## src/rtl/asc128_pkg.sv

```systemverilog
// Shared types, constants and round functions for the Ascon-128 empty-message tag unit.
// Depends on nothing; every other file of the block refers to it by scoped names.
package asc128_pkg;

   // Permutation geometry: one round per pipeline stage, two permutations.
   localparam int PaRounds  = 12;
   localparam int PipeDepth = 2 * PaRounds;
   localparam int WordBits  = 64;

   // Initialization vector and the two single-bit constants of finalization.
   localparam logic [63:0] AsconIv   = 64'h80400c0600000000;
   localparam logic [63:0] DomainBit = 64'h0000000000000001;
   localparam logic [63:0] PadBit    = 64'h8000000000000000;

   // Round constants, entry 0 is used by the first round.
   localparam logic [PaRounds-1:0][7:0] RcTable = {
      8'h4b, 8'h5a, 8'h69, 8'h78, 8'h87, 8'h96,
      8'ha5, 8'hb4, 8'hc3, 8'hd2, 8'he1, 8'hf0
   };

   typedef logic [WordBits-1:0] word_type;

   // Five 64-bit words; word 0 is index 0.
   typedef logic [4:0][WordBits-1:0] state_type;

   // Key as held by the configuration registers.
   typedef struct packed {
      word_type high;
      word_type low;
   } key_type;

   // Configuration register indexes.
   typedef enum logic [0:0] {
      KeyHighIdx = 1'b0,
      KeyLowIdx  = 1'b1
   } csr_index_type;

   function automatic word_type rotr(word_type v, int unsigned n);
      return (v >> n) | (v << (WordBits - n));
   endfunction

   // One round: constant addition, substitution layer and linear diffusion.
   function automatic state_type perm_round(state_type s, logic [7:0] rc);
      word_type a, b, m, d, e;
      word_type na, nb, nm, nd, ne;
      state_type r;
      a = s[0];
      b = s[1];
      m = s[2] ^ {56'd0, rc};
      d = s[3];
      e = s[4];
      a = a ^ e;
      e = e ^ d;
      m = m ^ b;
      na = ~a & b;
      nb = ~b & m;
      nm = ~m & d;
      nd = ~d & e;
      ne = ~e & a;
      a = a ^ nb;
      b = b ^ nm;
      m = m ^ nd;
      d = d ^ ne;
      e = e ^ na;
      b = b ^ a;
      a = a ^ e;
      d = d ^ m;
      m = ~m;
      r[0] = a ^ rotr(a, 19) ^ rotr(a, 28);
      r[1] = b ^ rotr(b, 61) ^ rotr(b, 39);
      r[2] = m ^ rotr(m, 1) ^ rotr(m, 6);
      r[3] = d ^ rotr(d, 10) ^ rotr(d, 17);
      r[4] = e ^ rotr(e, 7) ^ rotr(e, 41);
      return r;
   endfunction

   // Initial state from the key and the nonce.
   function automatic state_type load_state(key_type key, word_type nh, word_type nl);
      state_type r;
      r[0] = AsconIv;
      r[1] = key.high;
      r[2] = key.low;
      r[3] = nh;
      r[4] = nl;
      return r;
   endfunction

   // Between the permutations: key after initialization, empty-block padding,
   // domain separation and the finalization key.
   function automatic state_type bridge_state(state_type s, key_type key);
      state_type r;
      r[0] = s[0] ^ PadBit;
      r[1] = s[1] ^ key.high;
      r[2] = s[2] ^ key.low;
      r[3] = s[3] ^ key.high;
      r[4] = s[4] ^ key.low ^ DomainBit;
      return r;
   endfunction

endpackage

```

## src/rtl/asc128_key_regs.sv

```systemverilog
// Key configuration registers written through the plain write port.
// Depends on asc128_pkg for the key type and register indexes.
module asc128_key_regs (
   input  logic                 clock,
   input  logic                 reset,
   input  logic                 csr_write_enable,
   input  logic [0:0]           csr_index,
   input  asc128_pkg::word_type csr_write_data,
   output asc128_pkg::key_type  key
);

   asc128_pkg::key_type key_ff, key_in;

   // Decode the register index and replace the addressed key half.
   always_comb begin
      key_in = key_ff;
      if (csr_write_enable) begin
         unique case (asc128_pkg::csr_index_type'(csr_index))
            asc128_pkg::KeyHighIdx: key_in.high = csr_write_data;
            asc128_pkg::KeyLowIdx:  key_in.low  = csr_write_data;
            default:                key_in      = key_ff;
         endcase
      end
   end

   always_ff @(posedge clock) begin
      if (reset) begin
         key_ff <= '0;
      end else begin
         key_ff <= key_in;
      end
   end

   assign key = key_ff;

endmodule

```

## config.mk

```make
export PLATFORM = sky130hd
export DESIGN_NAME = asc128_key_regs
export DESIGN_NICKNAME = d
export VERILOG_FILES = /design/src/rtl/asc128_pkg.sv /design/src/rtl/asc128_key_regs.sv
export SDC_FILE = /design/constraint.sdc
export NUM_CORES = 1
export LEC_CHECK = 0
export BUFFER_PORTS_ARGS = -buffer_cell sky130_fd_sc_hd__clkbuf_2
export CORE_AREA = 2 2 136 138
export DETAILED_ROUTE_END_ITERATION = 6
export DIE_AREA = 0 0 138 140
export GPL_TIMING_DRIVEN = 0
export PLACE_DENSITY_LB_ADDON = 0.2
export SLEW_MARGIN = 20
export SYNTH_ARGS = -nofsm -noshare
export SYNTH_HDL_FRONTEND = slang
export SYNTH_SLANG_ARGS = --single-unit
```

## constraint.sdc

```tcl
create_clock -name clock -period 0.9 [get_ports clock]
set_input_delay 0.09 -clock clock [delete_from_list [all_inputs] [get_ports clock]]
set_output_delay 0.09 -clock clock [all_outputs]
set_load 0.05 [all_outputs]
```

==> flow_summary.yaml <==
logic_synthesis:
  synthesis.area_um2: 5270
  ys_warn_count: 0
  ys_types: 11
  ys_seq_area_share_pct: 48.6
  ys_seq_elements: 128
  syn-num-nets: 555
  netlist_instances: 487
  avgSynthCellArea_um2: 10.8
layout:
  layout-drive-gt1-share_pct: 51.4
  final-instance-count-excl-fill: 1068
  diodes: 0
  final_area_um2: 10600
  area_delta_synth_final_pct: 101
  nFillCells: 1414
  largest_reg_flops: 128
  final_core_util_pct: 59.5
  layout.nets: 894
detailed_routing:
  drt_iter0_markers: 87
  wirelength_um: 17200
  wl_per_cell_um: 16.1
  num_vias: 4699
  drc: 0
  drt_first_pass_iters: 4
  ant_nets: 0
  vias_per_cell: 4.40
run_status:
  status: "complete, but fails checks"
  failed_checks: "negative setup slack"
placed_design:
  io_buffers: 194
  post-place-ws_ns: -0.287
  dp_hpwl_um: 10400
  placedCellCount: 910
  placedInstanceArea_um2: 6530
  place_congestion: 0.743
sta:
  slew_headroom_pct: 70.3
  finalHoldViolations: 0
  rsz0062_at_grt: "true"
  min_period_over_period_pct: 116
  final.setup.worst_slack_ns: -0.140
  worst_pin_slew_ns: 0.446
  finalClockSkew_ns: 0
  setup_viol_count_final: 128
  fin_crit_ns: 1.04
  maxSlewViolCount: 0
  fmax_mhz: 962
setup_path:
  reg2reg_depth: 4
  cpLargestDelayFamily: "flip-flops"
  start_kind: "register"
  crit_type: "register to output pin"
  worst-path-buf-inv: 1
  critPathMaxFanout: 2
  end_kind: "output pin"
  required_ns: 0.81
  cp.arrival_ns: 0.95
  critPathMaxStageDelay_ns: 0.37
  cp.depth: 1
  cp_slowest_cell: "dfxtp_2"
  crit_chain: "clkbuf_16"
power:
  clkPwrFrac_pct: 42.2
  seqPwrFrac_pct: 36.2
  comb_power_share_pct: 21.6
  leakage_nw: 4.72
  power_mw: 17.5
  switching_share_pct: 27.3
  max-vdd-ir-drop_v: 0.00128
  p_int_mw: 12.7
  p_switching_mw: 4.76
  powerDensity_nw_per_um2: 1650
global_route:
  grt_pass1_vias: 4965
  grt_pass1_wl_um: 26100
  antenna_found_initial: 0
  grt_max_degree: 17
  grt_overflow_total: 0
  grt_usage_pct: 17.0
worst_hold_path:
  holdPathStages: 3
  hp-class: "input port to register"
die:
  initial_utilization_pct: 29.7
  coreArea_um2: 17800
  dieArea_um2: 19300
  die_h_um: 140
  std_cell_rows: 49
  io_pins: 196
  die_w_um: 138
job:
  cap_violations: 0
clocking:
  clk_pin_slew_ns: 0.06
  root_buffer: "clkbuf_16"
  htree_levels: 4
  cts_buffers: 17
  cts_tree: "yes"
  worstSkewPairLatency_ns: 0.41
  cts.sinks: 128
  clk_path_buf_depth: 2
power by group through the flow:
stage	sequential, mW	clock [mW]	combinational, mW
finish	6.31	7.37	3.78
CTS	6.28	7.54	3.61
detailed placement	6.24	0	2.45
floorplan	7.24	0	0.762
global placement	6.23	0	2.42
global route	6.34	7.83	3.94
repair_timing:
action,CTS,global route
buffers inserted,25,37
gates resized for setup,472,40
hold buffers,64,0
endpoints found under the setup margin,128,128
hold endpoints to repair,128,0
pin swaps,0,0
cell type report:
type | count | area [um2] | area share, %
clock buffers | 18 | 439 | 4.15
multi-input cells | 324 | 2500 | 23.7
clock inverters | 14 | 190 | 1.80
plain buffers | 35 | 205 | 1.94
flip-flops and latches | 128 | 2720 | 25.7
well taps | 229 | 287 | 2.71
repair buffers | 320 | 4240 | 40.0
synthesized netlist by cell type:
cell type / instances / area (um2)
and2_1: 1 / 6.26
dfxtp_1: 128 / 2560
buf_1: 1 / 3.75
mux2i_1: 128 / 1280
nor2b_1: 1 / 6.26
clkbuf_1: 19 / 71.3
buf_4: 7 / 52.6
nand2_1: 1 / 3.75
buf_6: 6 / 67.6
nand2b_1: 193 / 1210
buf_2: 2 / 10.0
placed cells by master (no fill, tap or decap), drive strengths merged, types with 2 or more instances in the layout:
cell type	Yosys	routed
nand2b	193	193
bufinv	0	4
clkbuf	19	191
clkinvlp	0	2
dlygate4sd3	0	64
buf	16	118
mux2i	128	128
clkinv	0	8
dfxtp	128	128
layer usage:
metal / vias to the layer above / wire (um) / GRT usage (%)
met5: - / 0 / 0
met4: 0 / 196 / 5.16
met3: 17 / 1250 / 6.67
met2: 147 / 8800 / 30.7
met1: 2265 / 6940 / 18.3
li1: 2270 / - / -
cells by family after synthesis:
group	synth area share (%)
buf+inv	3.89
flops	48.6
mux	24.3
simple gates	23.2
metrics by stage:
| step | setup TNS (ns) | hold slack [ns] |
|---|---|---|
| floorplan | 0 | 0.266 |
| global placement | -22.40 | 0.358 |
| detailed placement | -26.98 | 0.371 |
| CTS | -17.35 | 0.0756 |
| global route | -18.48 | 0.118 |
| finish | -13.82 | 0.0985 |
final timing paths:
kind	end	startpoint	slack [ns]
max	key[115]	key[115]$_SDFFE_PP0P_	-0.14
min	key[125]$_SDFFE_PP0P_	csr_write_enable	0.1
max reg2reg	key[105]$_SDFFE_PP0P_	key[105]$_SDFFE_PP0P_	0.06
min reg2reg	key[98]$_SDFFE_PP0P_	key[98]$_SDFFE_PP0P_	0.48
worst register-to-register path, stage by stage, from the launching register on:
cell and delay, ns:
dfxtp_2 0.33, buf_4 0.13, buf_4 0.12, nand2b_1 0.08, mux2i_1 0.07
Note: power is estimated with default switching activity, not from simulation.
