$ cat src/rtl/asc128_pkg.sv
// Shared types, constants and round functions for the Ascon-128 empty-message tag unit.
// Depends on nothing; every other file of the block refers to it by scoped names.
package asc128_pkg;

   // Permutation geometry: one round per pipeline stage, two permutations.
   localparam int PaRounds  = 12;
   localparam int PipeDepth = 2 * PaRounds;
   localparam int WordBits  = 64;

   // Initialization vector and the two single-bit constants of finalization.
   localparam logic [63:0] AsconIv   = 64'h80400c0600000000;
   localparam logic [63:0] DomainBit = 64'h0000000000000001;
   localparam logic [63:0] PadBit    = 64'h8000000000000000;

   // Round constants, entry 0 is used by the first round.
   localparam logic [PaRounds-1:0][7:0] RcTable = {
      8'h4b, 8'h5a, 8'h69, 8'h78, 8'h87, 8'h96,
      8'ha5, 8'hb4, 8'hc3, 8'hd2, 8'he1, 8'hf0
   };

   typedef logic [WordBits-1:0] word_type;

   // Five 64-bit words; word 0 is index 0.
   typedef logic [4:0][WordBits-1:0] state_type;

   // Key as held by the configuration registers.
   typedef struct packed {
      word_type high;
      word_type low;
   } key_type;

   // Configuration register indexes.
   typedef enum logic [0:0] {
      KeyHighIdx = 1'b0,
      KeyLowIdx  = 1'b1
   } csr_index_type;

   function automatic word_type rotr(word_type v, int unsigned n);
      return (v >> n) | (v << (WordBits - n));
   endfunction

   // One round: constant addition, substitution layer and linear diffusion.
   function automatic state_type perm_round(state_type s, logic [7:0] rc);
      word_type a, b, m, d, e;
      word_type na, nb, nm, nd, ne;
      state_type r;
      a = s[0];
      b = s[1];
      m = s[2] ^ {56'd0, rc};
      d = s[3];
      e = s[4];
      a = a ^ e;
      e = e ^ d;
      m = m ^ b;
      na = ~a & b;
      nb = ~b & m;
      nm = ~m & d;
      nd = ~d & e;
      ne = ~e & a;
      a = a ^ nb;
      b = b ^ nm;
      m = m ^ nd;
      d = d ^ ne;
      e = e ^ na;
      b = b ^ a;
      a = a ^ e;
      d = d ^ m;
      m = ~m;
      r[0] = a ^ rotr(a, 19) ^ rotr(a, 28);
      r[1] = b ^ rotr(b, 61) ^ rotr(b, 39);
      r[2] = m ^ rotr(m, 1) ^ rotr(m, 6);
      r[3] = d ^ rotr(d, 10) ^ rotr(d, 17);
      r[4] = e ^ rotr(e, 7) ^ rotr(e, 41);
      return r;
   endfunction

   // Initial state from the key and the nonce.
   function automatic state_type load_state(key_type key, word_type nh, word_type nl);
      state_type r;
      r[0] = AsconIv;
      r[1] = key.high;
      r[2] = key.low;
      r[3] = nh;
      r[4] = nl;
      return r;
   endfunction

   // Between the permutations: key after initialization, empty-block padding,
   // domain separation and the finalization key.
   function automatic state_type bridge_state(state_type s, key_type key);
      state_type r;
      r[0] = s[0] ^ PadBit;
      r[1] = s[1] ^ key.high;
      r[2] = s[2] ^ key.low;
      r[3] = s[3] ^ key.high;
      r[4] = s[4] ^ key.low ^ DomainBit;
      return r;
   endfunction

endpackage

$ cat src/rtl/asc128_round_stage.sv
// One pipeline stage: a single permutation round and its state register.
// Depends on asc128_pkg for the state type and the round function.
module asc128_round_stage (
   input  logic                  clock,
   input  logic                  reset,
   input  logic                  advance,
   input  logic                  in_valid,
   input  asc128_pkg::state_type in_state,
   input  logic [7:0]            rc,
   output logic                  out_valid,
   output asc128_pkg::state_type out_state
);

   logic                  valid_ff, valid_in;
   asc128_pkg::state_type state_ff, state_in;

   // The round itself; the register holds its value while the pipeline stalls.
   always_comb begin
      valid_in = advance ? in_valid : valid_ff;
      state_in = advance ? asc128_pkg::perm_round(in_state, rc) : state_ff;
   end

   always_ff @(posedge clock) begin
      if (reset) begin
         valid_ff <= 1'b0;
      end else begin
         valid_ff <= valid_in;
      end
   end

   always_ff @(posedge clock) begin
      state_ff <= state_in;
   end

   assign out_valid = valid_ff;
   assign out_state = state_ff;

endmodule

$ cat config.mk
export PLATFORM = sky130hd
export DESIGN_NAME = asc128_round_stage
export DESIGN_NICKNAME = d
export VERILOG_FILES = /design/src/rtl/asc128_pkg.sv /design/src/rtl/asc128_round_stage.sv
export SDC_FILE = /design/constraint.sdc
export NUM_CORES = 1
export LEC_CHECK = 0
export ABC_AREA = 0
export BUFFER_PORTS_ARGS = -buffer_cell sky130_fd_sc_hd__buf_2
export CAP_MARGIN = 30
export CELL_PAD_IN_SITES_DETAIL_PLACEMENT = 0
export CELL_PAD_IN_SITES_GLOBAL_PLACEMENT = 1
export CORE_AREA = 2 2 253 255
export DETAILED_ROUTE_END_ITERATION = 7
export DIE_AREA = 0 0 255 257
export MAX_ROUTING_LAYER = met4
export PLACE_DENSITY = 0.84
export SYNTH_ARGS = -nofsm -noshare
export SYNTH_HDL_FRONTEND = slang
export SYNTH_SLANG_ARGS = --single-unit
$ cat constraint.sdc
create_clock -name clock -period 3.4 [get_ports clock]
set_input_delay 0.51 -clock clock [delete_from_list [all_inputs] [get_ports clock]]
set_output_delay 0.51 -clock clock [all_outputs]
set_load 0.01 [all_outputs]
==> results.md <==
- H-tree levels: 2
- Power per Cell Area: roughly 700 mW/mm^2
- Seq cells post-synth: approximately 320
- Routed WL: between 100000 and 150000 um
- Clock transition at path regs: about 0.06 ns
- DR DRC count: 0
- Yosys top cell by area: edfxtp_1
- Port bufs: 652
- Initial Util: 0.424
- Vias: roughly 18000
- Placer Congestion: 0.961
- Unique masters post-synth: 20
- Mapped Area: about 0.027 sq mm
- Minimum clock period: approximately 2.3 ns
- CP Max Fanout: 4
- Setup crit start kind: primary input
- Pre-Repair DR Iteration Count: 5
- PostCTS Resize Cnt: 0
- Crit path arrival time: ~2.6 ns
- Yosys warnings: 0
- Skew final: 0 ns
- Multi-input gate area: between 0.015 and 0.02 sq mm
- Hold-fix buffers, CTS: 0
- Seq/Total Area, Yosys: 0.362
- Critical path class: in2reg
- Post-synth EDFFs: 320
- Clock Sinks: 321
- Gate Count Post-Synth: approximately 1900
- Antenna viol nets, final: 0
- First-pass GRT wire length: 139000 um
- Pins Over Slew Limit: 0
- Synth async-reset ratio: 0
- RSZ-0062 raised after global routing: false
- Synth Net Count: about 2300
- Final Hold Slack: approximately 0.096 ns
- Top sig layer: met4
- HPWL Detailed: roughly 90000 um
- Met1 Routed Length: just under 40000 um
- Worst rel slew slack: 0.335
- Site Rows: around 90
- Die Ht: around 260 um
- Register area: between 0.009 and 0.01 sq mm
- Layout Nets: about 3100
- Worst hold-check path type: in2reg
- Tcrit/Tclk final: 0.664
- Worst-Margin Slew: a little under 1 ns
- Buffer count from post-CTS setup fixing: 0
- Sum Neg Setup Slack: 0 ns
- Core Box Area: 0.0627 sq mm
- P_leak: about 16 nW
- Area share of the largest cell type after synthesis: 0.361
- Die area: between 0.06 and 0.07 sq mm
- Met3 WL: around 9000 um
- Die Span X: roughly 260 um
- Clk_lat worst skew: between 0.5 and 0.6 ns
- Worst EP required: between 3 and 4 ns
- Ports: between 600 and 700
- Final Hold Vio Count: 0
- Initial antenna violation count: 16
- Worst reg-to-reg path cell count: 2
- Commonest cells in the synthesized netlist: xnor2_1 (423), edfxtp_1 (320), xnor3_1 (217), inv_1 (181)
- CTS tree: yes
- Most frequent cell after synthesis: xnor2_1
- Syn_area_per_cell: 14.1 sq um
- Metal2 WL: between 50000 and 60000 um
- Avg Vias per Cell: 5.08
- Final setup violation count: 0
- Clock Tree Buf Depth: 3
- Total Routing Usage GR: 0.326
- Syn-to-layout area delta: 23.7%
- Share of layout cells above drive strength 1: 0.373
- Most used flip-flop cell after synthesis: edfxtp_1
- Max Clock Freq: 443 MHz
- Largest net degree at the start of global routing: between 80 and 90
- WHS Path Cells: 2
- 1st-iter DRT viols: around 1600
- Num CTS Buffers: 38
- Status: finished, final reports clean
- Largest cells by area after synthesis: edfxtp_1 (36%), xnor3_1 (18%), xnor2_1 (14%)
- DR WL/cell: around 30 um
- Number of global-route vias before repair: ~18000
- Root Buffer: clkbuf_16
- VDD IR max: 0.000343 V
- GR Overflow Total: 0
- Max-cap check violation count: 0
- Fillers: about 5500
- Critical path endpoint category: flop
==> sequential cells by signal, summed over array words and instances, names as in the netlist <==
signal	cells
out_valid	1
out_state	320
==> cell type report <==
type,count,area share
Multi-Input combinational cell,1371,0.494
Sequential cell,321,0.293
Timing Repair Buffer,753,0.124
Tap cell,846,0.0322
Clock buffer,45,0.0303
Inverter,188,0.0214
Clock inverter,16,0.00418
Antenna cell,15,0.00114
==> path summary, 6_finish.rpt <==
kind | startpoint | end | slack [ns]
max | in_state[76] | out_state[194] | 1.14
min | reset | out_valid | 0.1
max reg2reg | out_valid | out_valid | 2.82
min reg2reg | out_valid | out_valid | 0.51
==> metal layers <==
layer,up-vias,GRT usage
li1,7954,-
met1,8971,0.382
met2,932,0.530
met3,204,0.0750
met4,0,0.152
met5,-,-
==> stage by stage <==
| stage | util | power (mW) | cell area [sq um] | cells | setup slack, ns |
|---|---|---|---|---|---|
| detailed placement | 0.506 | 18.9 | 31700 | 3479 | 0.623 |
| floorplan | - | 14.0 | 26600 | 1880 | 1.20 |
| CTS | 0.524 | 23.0 | 32900 | 3540 | 1.20 |
| global placement | 0.506 | 18.8 | 31700 | 3479 | 0.636 |
| finish | 0.525 | 22.9 | 32900 | 3555 | 1.14 |
| global route | 0.525 | 23.7 | 32900 | 3553 | 1.08 |
==> report_power, final <==
part / switching [mW] / internal [mW]
Combinational: 5.51 / 5.85
Sequential: 0.972 / 6.63
Clock: 1.74 / 2.24
==> layout by cell type, fill, tap and decap left out, types with 9 or more instances in the layout <==
cell / instances
buf_2: 651
xnor2_1: 423
edfxtp_1: 320
xnor3_1: 217
inv_1: 181
nand2_1: 151
xnor2_2: 151
ha_1: 128
buf_4: 97
xor2_1: 74
xor3_1: 39
clkbuf_16: 39
nor2_1: 36
maj3_1: 34
o21ai_0: 31
a21oi_1: 29
maj3_2: 26
xor2_2: 17
diode_2: 15
mux2i_1: 9
==> critical path: stages <==
cell and delay (ns):
buf_2 0.12, inv_1 0.06, ha_1 0.30, xnor2_1 0.12, buf_4 0.16, xnor2_1 0.74, xnor3_1 0.54
==> cells by family (layout without fill, tap and decap cells) <==
logic type                 count (synthesis)  count (layout)  synth area share
AOI/OAI and AO/OA                         60              60            0.0113
xor gates and xnor gates                 921             921             0.485
adders and majority gates                188             188            0.0840
buffers and inverters                    188            1002            0.0265
DFF                                      321             321             0.362
muxes                                      9               9           0.00339
other                                      0              15                 0
and+or+nand+nor                          193             193            0.0279
No activity file was read; power rests on OpenSTA's default activity.
